<file path="src/rtl/msg_pkg.sv">
`default_nettype none
package msg_pkg;

   localparam int CSR_ADDR_W = 4;
   localparam int CSR_DATA_W = 32;

   localparam int AMP_W    = 12;
   localparam int OFF_W    = 11;
   localparam int STEP_W   = 32;
   localparam int TIME_W   = 32;
   localparam int DAC_W    = 8;
   localparam int SAMPLE_W = 17;

   typedef enum logic [1:0] {
      WAVE_SINE   = 2'd0,
      WAVE_SQUARE = 2'd1,
      WAVE_SAW    = 2'd2,
      WAVE_TRI    = 2'd3
   } wave_type;

   typedef enum logic [1:0] {
      REG_WAVE_SEL = 2'd0,
      REG_AMP      = 2'd1,
      REG_OFFSET   = 2'd2,
      REG_STEP     = 2'd3
   } reg_idx_type;

   typedef struct packed {
      wave_type           wave_sel;
      logic [AMP_W-1:0]   amp;
      logic [OFF_W-1:0]   offset;
      logic [STEP_W-1:0]  step;
   } cfg_type;

   localparam wave_type          RST_WAVE_SEL = WAVE_SINE;
   localparam logic [AMP_W-1:0]  RST_AMP      = 12'd100;
   localparam logic [OFF_W-1:0]  RST_OFFSET   = 11'd1300;
   localparam logic [STEP_W-1:0] RST_STEP     = 32'd42950;

   localparam logic [11:0] OFFSET_BIAS  = 12'd1000;
   localparam logic [31:0] FULL_SCALE   = 32'd131072000;
   localparam logic [18:0] RECIP_1000   = 19'd268435;
   localparam logic [9:0]  DEC_DIVISOR  = 10'd1000;

   localparam logic [63:0] SIN_C1  = 64'd1686629713;
   localparam logic [63:0] SIN_C3  = 64'd693598668;
   localparam logic [63:0] SIN_C5  = 64'd85569306;
   localparam logic [63:0] SIN_C7  = 64'd5026995;
   localparam logic [63:0] SIN_C9  = 64'd172271;
   localparam logic [63:0] ONE_Q30 = 64'd1073741824;

   // quarter-wave entry in q15, evaluated at elaboration
   function automatic logic [SAMPLE_W-1:0] quarter_sine(input int unsigned idx,
                                                       input int unsigned tbits);
      logic [63:0] x;
      logic [63:0] x2;
      logic [63:0] p;
      logic [63:0] r;
      x  = 64'(idx) << (30 - tbits);
      x2 = (x * x) >> 30;
      p  = SIN_C9;
      if (x > ONE_Q30) begin
         x  = ONE_Q30;
         x2 = ONE_Q30;
      end
      p = SIN_C7 - ((x2 * p) >> 30);
      p = SIN_C5 - ((x2 * p) >> 30);
      p = SIN_C3 - ((x2 * p) >> 30);
      p = SIN_C1 - ((x2 * p) >> 30);
      r = (x * p) >> 30;
      r = (r + (64'd1 << 14)) >> 15;
      if (r > 64'd32768) begin
         r = 64'd32768;
      end
      return r[SAMPLE_W-1:0];
   endfunction

endpackage
`default_nettype wire

</file>
<file path="src/rtl/msg_chan_if.sv">
`default_nettype none
interface msg_req_if;
   logic        valid;
   logic        ready;
   logic [31:0] time_us;

   modport source (output valid, output time_us, input ready);
   modport sink   (input valid, input time_us, output ready);
endinterface

interface msg_rsp_if;
   logic       valid;
   logic       ready;
   logic [7:0] dac_code;
   logic       clipped;

   modport source (output valid, output dac_code, output clipped, input ready);
   modport sink   (input valid, input dac_code, input clipped, output ready);
endinterface
`default_nettype wire

</file>
<file path="src/rtl/msg_csr.sv">
`default_nettype none
module msg_csr
   import msg_pkg::*;
(
   input  wire logic                  clock,
   input  wire logic                  reset,
   input  wire logic                  csr_psel,
   input  wire logic                  csr_penable,
   input  wire logic                  csr_pwrite,
   input  wire logic [CSR_ADDR_W-1:0] csr_paddr,
   input  wire logic [CSR_DATA_W-1:0] csr_pwdata,
   output      logic [CSR_DATA_W-1:0] csr_prdata,
   output      logic                  csr_pready,
   output      cfg_type               cfg
);

   cfg_type     cfg_ff;
   cfg_type     cfg_in;
   reg_idx_type idx;
   logic        wr_en;

   assign idx        = reg_idx_type'(csr_paddr[CSR_ADDR_W-1:2]);
   assign wr_en      = csr_psel && csr_penable && csr_pwrite;
   assign csr_pready = 1'b1;
   assign cfg        = cfg_ff;

   always_comb begin
      cfg_in = cfg_ff;
      if (wr_en) begin
         unique case (idx)
            REG_WAVE_SEL: cfg_in.wave_sel = wave_type'(csr_pwdata[1:0]);
            REG_AMP:      cfg_in.amp      = csr_pwdata[AMP_W-1:0];
            REG_OFFSET:   cfg_in.offset   = csr_pwdata[OFF_W-1:0];
            REG_STEP:     cfg_in.step     = csr_pwdata[STEP_W-1:0];
         endcase
      end
   end

   always_comb begin
      unique case (idx)
         REG_WAVE_SEL: csr_prdata = {30'd0, cfg_ff.wave_sel};
         REG_AMP:      csr_prdata = {20'd0, cfg_ff.amp};
         REG_OFFSET:   csr_prdata = {21'd0, cfg_ff.offset};
         REG_STEP:     csr_prdata = cfg_ff.step;
      endcase
   end

   always_ff @(posedge clock) begin
      if (reset) begin
         cfg_ff.wave_sel <= RST_WAVE_SEL;
         cfg_ff.amp      <= RST_AMP;
         cfg_ff.offset   <= RST_OFFSET;
         cfg_ff.step     <= RST_STEP;
      end else begin
         cfg_ff <= cfg_in;
      end
   end

endmodule
`default_nettype wire

</file>
<file path="src/rtl/msg_phase.sv">
`default_nettype none
module msg_phase
   import msg_pkg::*;
#(
   parameter int PHASE_BITS = 32
) (
   input  wire logic                  clock,
   input  wire logic                  reset,
   input  wire logic                  advance,
   input  wire logic                  valid_in,
   input  wire logic [TIME_W-1:0]     time_us,
   input  wire logic [STEP_W-1:0]     step,
   output      logic                  valid_out,
   output      logic [PHASE_BITS-1:0] phase
);

   logic [63:0]           prod;
   logic [PHASE_BITS-1:0] phase_ff;
   logic                  valid_ff;

   assign prod      = 64'(time_us) * 64'(step);
   assign phase     = phase_ff;
   assign valid_out = valid_ff;

   always_ff @(posedge clock) begin
      if (reset) begin
         valid_ff <= 1'b0;
      end else if (advance) begin
         valid_ff <= valid_in;
      end
   end

   always_ff @(posedge clock) begin
      if (advance) begin
         phase_ff <= prod[PHASE_BITS-1:0];
      end
   end

endmodule
`default_nettype wire

</file>
<file path="src/rtl/msg_wave.sv">
`default_nettype none
module msg_wave
   import msg_pkg::*;
#(
   parameter int SINE_TABLE_BITS = 8,
   parameter int PHASE_BITS      = 32
) (
   input  wire logic                       clock,
   input  wire logic                       reset,
   input  wire logic                       advance,
   input  wire logic                       valid_in,
   input  wire logic [PHASE_BITS-1:0]      phase,
   input  wire wave_type                   wave_sel,
   output      logic                       valid_out,
   output      logic signed [SAMPLE_W-1:0] sample,
   output      logic                       half_scale
);

   localparam int TSIZE    = 1 << SINE_TABLE_BITS;
   localparam int IDX_W    = SINE_TABLE_BITS + 1;
   localparam int ROM_BITS = (TSIZE + 1) * SAMPLE_W;

   function automatic logic [ROM_BITS-1:0] build_rom();
      logic [ROM_BITS-1:0] tbl;
      tbl = '0;
      for (int i = 0; i <= TSIZE; i++) begin
         tbl[i*SAMPLE_W +: SAMPLE_W] = quarter_sine(i, SINE_TABLE_BITS);
      end
      return tbl;
   endfunction

   localparam logic [ROM_BITS-1:0] SINE_ROM = build_rom();

   localparam logic signed [SAMPLE_W-1:0] W_POS = 17'sd32768;
   localparam logic signed [SAMPLE_W-1:0] W_NEG = -17'sd32768;

   logic [1:0]                 quad;
   logic [15:0]                frac;
   logic [SINE_TABLE_BITS-1:0] idx_raw;
   logic [IDX_W-1:0]           idx;
   logic [16:0]                tri_dist;
   logic [17:0]                tri_wide;
   logic signed [SAMPLE_W-1:0] other_in;

   logic                       valid2_ff;
   logic [SAMPLE_W-1:0]        rom_ff;
   logic                       neg_ff;
   wave_type                   sel_ff;
   logic signed [SAMPLE_W-1:0] other_ff;

   logic                       valid3_ff;
   logic signed [SAMPLE_W-1:0] sample_ff;
   logic signed [SAMPLE_W-1:0] sample_in;
   logic                       half_ff;

   assign quad     = phase[PHASE_BITS-1 -: 2];
   assign frac     = phase[PHASE_BITS-1 -: 16];
   assign idx_raw  = phase[PHASE_BITS-3 -: SINE_TABLE_BITS];
   assign idx      = quad[0] ? IDX_W'(TSIZE) - {1'b0, idx_raw} : {1'b0, idx_raw};
   assign tri_dist = frac[15] ? 17'd65536 - {1'b0, frac} : {1'b0, frac};
   assign tri_wide = {tri_dist, 1'b0} - 18'd32768;

   always_comb begin
      case (wave_sel)
         WAVE_SQUARE: other_in = phase[PHASE_BITS-1] ? W_NEG : W_POS;
         WAVE_SAW:    other_in = $signed({1'b0, frac}) - W_POS;
         WAVE_TRI:    other_in = $signed(tri_wide[SAMPLE_W-1:0]);
         default:     other_in = '0;
      endcase
   end

   always_comb begin
      if (sel_ff == WAVE_SINE) begin
         sample_in = neg_ff ? -$signed(rom_ff) : $signed(rom_ff);
      end else begin
         sample_in = other_ff;
      end
   end

   always_ff @(posedge clock) begin
      if (reset) begin
         valid2_ff <= 1'b0;
         valid3_ff <= 1'b0;
      end else if (advance) begin
         valid2_ff <= valid_in;
         valid3_ff <= valid2_ff;
      end
   end

   // sine rom with registered read
   always_ff @(posedge clock) begin
      if (advance) begin
         rom_ff    <= SINE_ROM[int'(idx)*SAMPLE_W +: SAMPLE_W];
         neg_ff    <= quad[1];
         sel_ff    <= wave_sel;
         other_ff  <= other_in;
         sample_ff <= sample_in;
         half_ff   <= (sel_ff == WAVE_TRI);
      end
   end

   assign valid_out  = valid3_ff;
   assign sample     = sample_ff;
   assign half_scale = half_ff;

endmodule
`default_nettype wire

</file>
<file path="src/rtl/msg_scale.sv">
`default_nettype none
module msg_scale
   import msg_pkg::*;
(
   input  wire logic                       clock,
   input  wire logic                       reset,
   input  wire logic                       advance,
   input  wire logic                       valid_in,
   input  wire logic signed [SAMPLE_W-1:0] sample,
   input  wire logic                       half_scale,
   input  wire logic [AMP_W-1:0]           amp,
   input  wire logic [OFF_W-1:0]           offset,
   output      logic                       valid_out,
   output      logic [DAC_W-1:0]           dac_code,
   output      logic                       clipped
);

   // stage 4: amplitude product
   logic               valid4_ff;
   logic signed [29:0] prod_ff;
   logic               half4_ff;
   logic signed [29:0] prod_in;

   // stage 5: offset, saturation test, times 255 over 2^17
   logic               valid5_ff;
   logic [17:0]        m5_ff;
   logic               lo5_ff;
   logic               hi5_ff;
   logic signed [30:0] scaled;
   logic [11:0]        bias_mv;
   logic signed [31:0] n_val;
   logic [27:0]        n_low;
   logic [35:0]        n255;

   // stage 6: reciprocal estimate of the quotient by 1000
   logic               valid6_ff;
   logic [17:0]        m6_ff;
   logic [8:0]         q6_ff;
   logic               lo6_ff;
   logic               hi6_ff;
   logic [36:0]        q_prod;

   // stage 7: correction and output word
   logic               valid7_ff;
   logic [DAC_W-1:0]   dac_ff;
   logic               clip_ff;
   logic [17:0]        rem;
   logic [8:0]         q_fix;
   logic [DAC_W-1:0]   dac_in;

   assign prod_in = $signed({1'b0, amp}) * sample;

   assign scaled  = half4_ff ? 31'(prod_ff) : {prod_ff, 1'b0};
   assign bias_mv = {1'b0, offset} + OFFSET_BIAS;
   assign n_val   = 32'(scaled) + $signed({4'd0, bias_mv, 16'd0});
   assign n_low   = n_val[27:0];
   assign n255    = {n_low, 8'd0} - {8'd0, n_low};

   assign q_prod  = 37'(m5_ff) * 37'(RECIP_1000);

   assign rem     = m6_ff - 18'(q6_ff) * 18'(DEC_DIVISOR);
   assign q_fix   = (rem >= 18'(DEC_DIVISOR)) ? q6_ff + 9'd1 : q6_ff;

   always_comb begin
      if (lo6_ff) begin
         dac_in = '0;
      end else if (hi6_ff) begin
         dac_in = '1;
      end else begin
         dac_in = q_fix[DAC_W-1:0];
      end
   end

   always_ff @(posedge clock) begin
      if (reset) begin
         valid4_ff <= 1'b0;
         valid5_ff <= 1'b0;
         valid6_ff <= 1'b0;
         valid7_ff <= 1'b0;
      end else if (advance) begin
         valid4_ff <= valid_in;
         valid5_ff <= valid4_ff;
         valid6_ff <= valid5_ff;
         valid7_ff <= valid6_ff;
      end
   end

   always_ff @(posedge clock) begin
      if (advance) begin
         prod_ff  <= prod_in;
         half4_ff <= half_scale;
         m5_ff    <= n255[34:17];
         lo5_ff   <= n_val < 0;
         hi5_ff   <= n_val > $signed(FULL_SCALE);
         m6_ff    <= m5_ff;
         q6_ff    <= q_prod[36:28];
         lo6_ff   <= lo5_ff;
         hi6_ff   <= hi5_ff;
         dac_ff   <= dac_in;
         clip_ff  <= lo6_ff || hi6_ff;
      end
   end

   assign valid_out = valid7_ff;
   assign dac_code  = dac_ff;
   assign clipped   = clip_ff;

endmodule
`default_nettype wire

</file>
<file path="src/rtl/multi_waveform_sample_generator.sv">
// an accepted word is registered in turn as phase, table read, sample, amplitude product,
// scaled value, quotient estimate and output word, which presents the result
// throughput: one word per cycle; the seven stages advance together and hold on a stall
// the multipliers for phase, amplitude and the reciprocal divide set the stage count
// reset is synchronous, active high; it empties the pipeline and loads register defaults
`default_nettype none
module multi_waveform_sample_generator
   import msg_pkg::*;
#(
   parameter int SINE_TABLE_BITS = 8,
   parameter int PHASE_BITS      = 32
) (
   input  wire logic                  clock,
   input  wire logic                  reset,
   msg_req_if.sink                    req_ch,
   msg_rsp_if.source                  rsp_ch,
   input  wire logic                  csr_psel,
   input  wire logic                  csr_penable,
   input  wire logic                  csr_pwrite,
   input  wire logic [CSR_ADDR_W-1:0] csr_paddr,
   input  wire logic [CSR_DATA_W-1:0] csr_pwdata,
   output      logic [CSR_DATA_W-1:0] csr_prdata,
   output      logic                  csr_pready
);

   cfg_type                    cfg;
   logic                       advance;
   logic                       phase_valid;
   logic [PHASE_BITS-1:0]      phase;
   logic                       wave_valid;
   logic signed [SAMPLE_W-1:0] sample;
   logic                       half_scale;
   logic                       out_valid;

   assign advance      = !out_valid || rsp_ch.ready;
   assign req_ch.ready = advance;
   assign rsp_ch.valid = out_valid;

   msg_csr u_csr (
      .clock       (clock),
      .reset       (reset),
      .csr_psel    (csr_psel),
      .csr_penable (csr_penable),
      .csr_pwrite  (csr_pwrite),
      .csr_paddr   (csr_paddr),
      .csr_pwdata  (csr_pwdata),
      .csr_prdata  (csr_prdata),
      .csr_pready  (csr_pready),
      .cfg         (cfg)
   );

   msg_phase #(
      .PHASE_BITS (PHASE_BITS)
   ) u_phase (
      .clock     (clock),
      .reset     (reset),
      .advance   (advance),
      .valid_in  (req_ch.valid),
      .time_us   (req_ch.time_us),
      .step      (cfg.step),
      .valid_out (phase_valid),
      .phase     (phase)
   );

   msg_wave #(
      .SINE_TABLE_BITS (SINE_TABLE_BITS),
      .PHASE_BITS      (PHASE_BITS)
   ) u_wave (
      .clock      (clock),
      .reset      (reset),
      .advance    (advance),
      .valid_in   (phase_valid),
      .phase      (phase),
      .wave_sel   (cfg.wave_sel),
      .valid_out  (wave_valid),
      .sample     (sample),
      .half_scale (half_scale)
   );

   msg_scale u_scale (
      .clock      (clock),
      .reset      (reset),
      .advance    (advance),
      .valid_in   (wave_valid),
      .sample     (sample),
      .half_scale (half_scale),
      .amp        (cfg.amp),
      .offset     (cfg.offset),
      .valid_out  (out_valid),
      .dac_code   (rsp_ch.dac_code),
      .clipped    (rsp_ch.clipped)
   );

endmodule
`default_nettype wire
</file>
<file path="src/flat_wrapper.sv">
// flat-port wrapper written by rule: the top's interface ports become plain ports
module multi_waveform_sample_generator_flat import msg_pkg::*;
#(
   parameter int SINE_TABLE_BITS = 8,
   parameter int PHASE_BITS      = 32
)
  (clock, reset, csr_psel, csr_penable, csr_pwrite, csr_paddr, csr_pwdata, csr_prdata, csr_pready, req_ch_valid, req_ch_time_us, req_ch_ready, rsp_ch_valid, rsp_ch_dac_code, rsp_ch_clipped, rsp_ch_ready);
  msg_req_if req_ch_i ();
  msg_rsp_if rsp_ch_i ();
  input  wire logic clock;
  input  wire logic reset;
  input  wire logic csr_psel;
  input  wire logic csr_penable;
  input  wire logic csr_pwrite;
  input  wire logic [CSR_ADDR_W-1:0] csr_paddr;
  input  wire logic [CSR_DATA_W-1:0] csr_pwdata;
  output      logic [CSR_DATA_W-1:0] csr_prdata;
  output      logic csr_pready;
  input wire logic [$bits(req_ch_i.valid)-1:0] req_ch_valid;
  input wire logic [$bits(req_ch_i.time_us)-1:0] req_ch_time_us;
  output wire logic [$bits(req_ch_i.ready)-1:0] req_ch_ready;
  output wire logic [$bits(rsp_ch_i.valid)-1:0] rsp_ch_valid;
  output wire logic [$bits(rsp_ch_i.dac_code)-1:0] rsp_ch_dac_code;
  output wire logic [$bits(rsp_ch_i.clipped)-1:0] rsp_ch_clipped;
  input wire logic [$bits(rsp_ch_i.ready)-1:0] rsp_ch_ready;
  assign req_ch_i.valid = req_ch_valid;
  assign req_ch_i.time_us = req_ch_time_us;
  assign req_ch_ready = req_ch_i.ready;
  assign rsp_ch_valid = rsp_ch_i.valid;
  assign rsp_ch_dac_code = rsp_ch_i.dac_code;
  assign rsp_ch_clipped = rsp_ch_i.clipped;
  assign rsp_ch_i.ready = rsp_ch_ready;
  multi_waveform_sample_generator #(.SINE_TABLE_BITS(SINE_TABLE_BITS), .PHASE_BITS(PHASE_BITS)) u_core (.clock(clock), .reset(reset), .req_ch(req_ch_i), .rsp_ch(rsp_ch_i), .csr_psel(csr_psel), .csr_penable(csr_penable), .csr_pwrite(csr_pwrite), .csr_paddr(csr_paddr), .csr_pwdata(csr_pwdata), .csr_prdata(csr_prdata), .csr_pready(csr_pready));
endmodule
</file>
<file path="config.mk">
export PLATFORM = sky130hd
export DESIGN_NAME = multi_waveform_sample_generator_flat
export DESIGN_NICKNAME = d
export VERILOG_FILES = /design/src/rtl/msg_pkg.sv /design/src/rtl/msg_chan_if.sv /design/src/rtl/msg_csr.sv /design/src/rtl/msg_phase.sv /design/src/rtl/msg_wave.sv /design/src/rtl/msg_scale.sv /design/src/rtl/multi_waveform_sample_generator.sv /design/src/flat_wrapper.sv
export SDC_FILE = /design/constraint.sdc
export NUM_CORES = 2
export LEC_CHECK = 0
export BUFFER_PORTS_ARGS = -buffer_cell sky130_fd_sc_hd__buf_2
export CAP_MARGIN = 20
export CORE_MARGIN = 8
export CORE_UTILIZATION = 40
export DETAILED_ROUTE_END_ITERATION = 8
export GPL_TIMING_DRIVEN = 0
export SETUP_SLACK_MARGIN = 0.05
export SYNTH_ARGS = -nofsm -noshare
export SYNTH_HDL_FRONTEND = slang
export SYNTH_SLANG_ARGS = --single-unit
</file>
<file path="constraint.sdc">
create_clock -name clock -period 14.8 [get_ports clock]
set_input_delay 2.96 -clock clock [delete_from_list [all_inputs] [get_ports clock]]
set_output_delay 2.96 -clock clock [all_outputs]
set_load 0.05 [all_outputs]
</file>
# == Yosys cells after proc, flatten, opt, wreduce, memory -nomap -nowiden ==
# Index checks and enable logic that the tools add are counted.
# classes
div,0
shift,1
n_addsub,10
order_cmp,3
eq_ne,7
n_mul,5
reduce_logical,11
mux,10
bitwise_logic,0
# op_table
op,count
"4369-bit by 15-bit indexed part select with 17-bit output, first input constant",1
32-bit one-hot mux with 4 select lines,1
17-bit 2-to-1 mux,3
17-bit one-hot mux with 3 select lines,1
"18-bit by 19-bit multiplier with 37-bit output, second input constant",1
35-bit by 28-bit subtractor with 35-bit output,1
31-bit by 29-bit adder with 32-bit output,1
"32-bit by 28-bit greater-than comparator with 1-bit output, second input constant",1
"32-bit by 1-bit < comparator with 1-bit output, second input constant",1
32-bit by 32-bit multiplier with 32-bit output,1
13-bit by 17-bit multiplier with 30-bit output,1
30-bit 2-to-1 mux,1
"18-bit by 10-bit greater-or-equal comparator with 1-bit output, second input constant",1
18-bit subtractor,1
17-bit negator,1
"16-bit by 16-bit subtractor with 17-bit output, second input constant",1
"17-bit by 16-bit subtractor with 17-bit output, second input constant",1
16-bit 2-to-1 mux,1
8-bit 2-to-1 mux,2
"1-bit by 16-bit subtractor with 16-bit output, first input constant",1
"9-bit by 7-bit multiplier with 15-bit output, second input constant",1
"9-bit by 5-bit multiplier with 14-bit output, second input constant",1
"11-bit by 10-bit adder with 12-bit output, second input constant",1
"2-bit == test, second input constant",5
9 further kinds,16
# totals
word_cells,76
register_bits,240
mem_bits_ro,0
latchBits,0
ram_bits,0
mem_count,0
input_bits,75
out_inout_bits,44

# == Longest topological paths before layout ==
# logic_depth
ltp_word,5
depth_mapped,29
depth_no_buf,27

# == Hierarchy ==
# From an unflattened synthesis, not the netlist that was laid out.
# hier_totals
hier_cells,4977
hier_area_um2,45376.0
# modules_own_cells
mod,n_inst,area_each_um2,cells_per_inst,seq_area_each_um2
msg_scale,1,18461.5,1906,2662.6
msg_phase,1,17008.8,1808,980.9
msg_wave,1,7099.3,963,1661.6
msg_csr,1,2800.2,299,1141.1
multi_waveform_sample_generator,1,6.3,1,0.0

# == Least setup slack after synthesis ==
# No wires, ideal clock.
# synth_path
kind,in2reg
from,in req_ch_time_us[16]
to,"reg u_core.u_phase.phase_ff[31] (netlist: u_core.u_phase.phase[31]), data pin"
path_slack_ns,5.233
setup_time_ns,0.266
required_time_ns,14.534
t_arrival_ns,9.301
path_stages,23
n_path_buf,1
path_cell_list,clkbuf_1 > nand2_1 > fa_1 > inv_1 > fa_1 > fa_1 > inv_1 > fa_1 > inv_1 > fa_1 > fa_1 > fa_1 > fa_1 > ha_1 > a21o_1 > a21o_1 > a21o_1 > or3_1 > a311o_1 > nand2_1 > o21ai_0 > o41ai_1 > xnor2_1
# synth_via
elab_chain_len,1
# synth_lines
element,line,source
start: declaration,flat_wrapper.sv:20,input wire logic [$bits(req_ch_i.time_us)-1:0] req_ch_time_us;
32-bit by 32-bit multiplier with 32-bit output,msg_phase.sv:21,assign prod = 64'(time_us) * 64'(step);
via u_core.u_phase.prod[31],msg_phase.sv:17,logic [63:0] prod;
end signal: assignment,msg_phase.sv:35,phase_ff <= prod[PHASE_BITS-1:0];
end: declaration,msg_phase.sv:18,logic [PHASE_BITS-1:0] phase_ff;
# The timed path passes the listed nets, and every way through them passes these cells.
# A chain may end at the register's enable or synchronous reset.

# == Final worst setup path ==
# layout_path
from,in req_ch_time_us[12]
to,"reg u_core.u_phase.phase_ff[23] (netlist: u_core.u_phase.phase[23]), data pin"
# The elaborated chain is that of the path after synthesis.

==> impl_metrics.ini <==
[worst_setup_path]
r2r-end = u_core.u_phase.phase[23]$_DFFE_PP_
crit_start = req_ch_time_us[12]
startpoint_type = input port
cp_slowest_stage_delay_ns = 0.73
cp.required_ns = 15.08
worstSetupPathType = in2reg
worstReg2RegStart = u_core.u_csr.cfg[4]$_SDFFE_PP0P_
slowest_stage = clkbuf_1
end_kind = register
critical_path.max_fanout = 10
r2r_cells = 27
crit_top_cell = fa_1
rrSetupSlack_ns = 5.70
critPathArrivalTime_ns = 11.06
endpoint = u_core.u_phase.phase[23]$_DFFE_PP_

[global_route]
grt_max_degree = 102
grt_pass1_vias = 37000
gr-total-overflow = 0
gr-usage-all-layers_pct = 25.8
antenna_found_initial = 24
grt_first_pass_wirelength_um = 236000

[routing]
routed_wl_um = 157000
dr.pass1.iters = 6
drtIter0Drc = 2911
wl_per_cell_um = 24.2
vias_per_cell = 5.50
route.detailed.drc = 0
vias = 35600
ant_nets = 0

[synth]
synth_cell_types = 89
synth.ff_latch_count = 220
postSynthCellCount = 4885
ys_top_cells_by_area = fa_1 31%, ha_1 13%, edfxtp_1 11%, inv_1 7.6%, nand2_1 6.0%
synth_nets = 6075
synthArstFlopShare_pct = 0
yosysWarningCount = 0
synthFlopType = edfxtp_1
synth.top_cell.area_share_pct = 31.3
synth_top_area_cell = fa_1
synth_area_per_cell_um2 = 8.89
synth-seq-area-share_pct = 13.7
synth_area_um2 = 43400
synth-edff-count = 156

[die]
initial_core_util_pct = 40.1
die-width_um = 346
rows = 121
coreArea_um2 = 108000
die_y_um = 346
die_area_um2 = 119000
io_pins = 119

[sta]
timing.slew.headroom_pct = 22.0
drv_slew = 0
finalSetupViolations = 0
post-route-period-util_pct = 72.8
worst_pin_slew_ns = 1.17
period_needed_ns = 10.77
fmax_mhz = 92.8
finalClockSkew_ns = 0.0204
hold_viol = 0
fin_setup_tns_ns = 0
rsz0062_at_grt = false

[clock_tree]
h-tree-depth = 1
root_buffer = clkbuf_16
cts_resized = 0
clockBufferDepth = 3
cts_sinks = 220
cts_tree = built
cts_made_buffers = 26
postCtsSetupBuffers = 0
worstSkewPairLatency_ns = 0.55
clk_pin_slew_ns = 0.06
hold_buffers = 0

[flow_run]
cap_violations = 0

[placed_design]
dpl_cell_area_um2 = 45800
dpl.hpwl_um = 127000
gp_congestion = 0.991
io_buffers = 110

[finish]
drive_gt1_share_pct = 5.51
fillers = 10800
nNetsFinal = 6217
fin_util_pct = 43.1
fin_area_um2 = 46700
area_growth_pct = 7.51

[run_status]
status = finished, final reports clean

[worst_hold_path]
hold_start = u_core.u_scale.lo5_ff$_DFFE_PP_
min_path_type = reg2reg
logic make-up (layout without fill, tap and decap cells):
kind of cell / count (synthesis) / count (layout) / synth area share [%]
xor gates and xnor gates: 189 / 189 / 3.88
and+or+nand+nor: 1469 / 1469 / 16.2
muxes: 61 / 61 / 1.91
buffers and inverters: 1148 / 1310 / 10.1
AOI/OAI and AO/OA: 682 / 682 / 10.3
other: 1 / 9 / 0.00863
DFF: 220 / 220 / 13.7
adders and majority gates: 1115 / 1115 / 43.8
metrics by stage:
step           setup WS (ns)  hold WS, ns  instances
2_1_floorplan           5.23        0.400       4885
3_3_place_gp            3.17        0.405       6409
3_5_place_dp            3.18        0.409       6412
4_1_cts                 3.73        0.424       6460
5_1_grt                 3.72        0.437       6461
6_report                4.03        0.424       6469
sequential cells by signal, summed over array words and instances, names as in the netlist, 2 cells and up:
register	cells
u_core.u_csr.cfg	57
u_core.u_wave.other_ff	17
u_core.u_wave.sel_ff	2
u_core.u_scale.prod_ff	30
u_core.u_scale.dac_code	8
u_core.u_scale.q6_ff	9
u_core.u_scale.m6_ff	15
u_core.u_phase.phase	16
u_core.u_scale.m5_ff	18
u_core.u_wave.sample	17
u_core.u_wave.rom_ff	16
layout by cell type, fill, tap and decap left out, drive strengths merged, types with 14 or more instances in the layout:
cell type  netlist  layout
a211oi          42      42
a21o            48      48
a21oi          177     177
a311oi          14      14
a31oi           31      31
and2           364     364
and3            34      34
buf             54     167
clkbuf         209     242
dfxtp           64      64
edfxtp         156     156
fa             679     679
ha             436     436
inv            884     886
mux2            36      36
mux4            14      14
nand2          694     694
nand2b          15      15
nand3           45      45
nand3b          21      21
nor2           150     150
nor2b           20      20
nor3            62      62
o211a           15      15
o211ai          33      33
o21a            18      18
o21ai          152     152
o311ai          14      14
o31ai           17      17
or3             23      23
xnor2          127     127
xor2            62      62
worst min-delay path by stage:
stage                     depth (start not counted)                           endpoint  slack (ns)
after floorplan                                   0  u_core.u_scale.half4_ff$_DFFE_PP_        0.40
final                                             0    u_core.u_scale.lo6_ff$_DFFE_PP_        0.42
after CTS                                         0    u_core.u_scale.lo6_ff$_DFFE_PP_        0.42
after global routing                              0  u_core.u_scale.half4_ff$_DFFE_PP_        0.44
after detailed placement                          0  u_core.u_scale.half4_ff$_DFFE_PP_        0.41
after global placement                            0  u_core.u_scale.half4_ff$_DFFE_PP_        0.41
critical path: cells and delay by family:
| kind | cells | cell delay, ns |
|---|---|---|
| AND/OR/NAND/NOR | 3 | 0.67 |
| XOR/XNOR | 1 | 0.13 |
| buffers and inverters | 9 | 1.92 |
| adder cells (fa/ha/maj) | 9 | 4.17 |
| AO/OA/AOI/OAI | 6 | 1.18 |
final cells by class:
type                    instances  area [um2]  area share (%)
clock buffers                  32         714            1.53
clock inverters                16         139           0.297
inverters                     885        3330            7.12
multi-input cells            3517       33100            70.8
well taps                    1414        1770            3.79
plain buffers                 263        1080            2.31
repair buffers                114         616            1.32
flip-flops and latches        220        5970            12.8
diodes                          8        20.0          0.0429
synth_stat cells (9+ instances only):
master,count
inv_1,882
o211ai_1,32
o221ai_1,10
nand2_1,694
o21ai_0,143
xnor2_1,124
mux4_2,14
o21a_1,18
a21o_1,48
a21oi_1,177
ha_1,436
buf_1,14
xor2_1,61
nand3_1,45
o311ai_0,12
clkbuf_1,208
a31oi_1,31
nand2b_1,15
and2_1,362
o21bai_1,12
and3_1,34
or3_1,21
fa_1,679
nor3_1,59
dfxtp_1,64
a22o_1,9
a21boi_0,9
mux2i_1,11
nand3b_1,21
edfxtp_1,156
a311oi_1,14
buf_2,32
nor2_1,149
o31ai_1,16
mux2_2,36
nor2b_1,20
nand4_1,13
a221oi_1,13
o22ai_1,10
o211a_1,15
a211oi_1,42
routing by layer:
metal | track usage (%) | vias to the layer above | part of all wire [%]
met2 | 40.4 | 1564 | 44
met4 | 9.09 | 8 | 4.5
met1 | 34.3 | 17800 | 42
li1 | - | 15900 | -
met5 | 0 | - | 0.033
met3 | 7.02 | 352 | 9.4
Power is not shown: default switching activity piles up to over one toggle a cycle in this logic, so the estimate is an artifact.
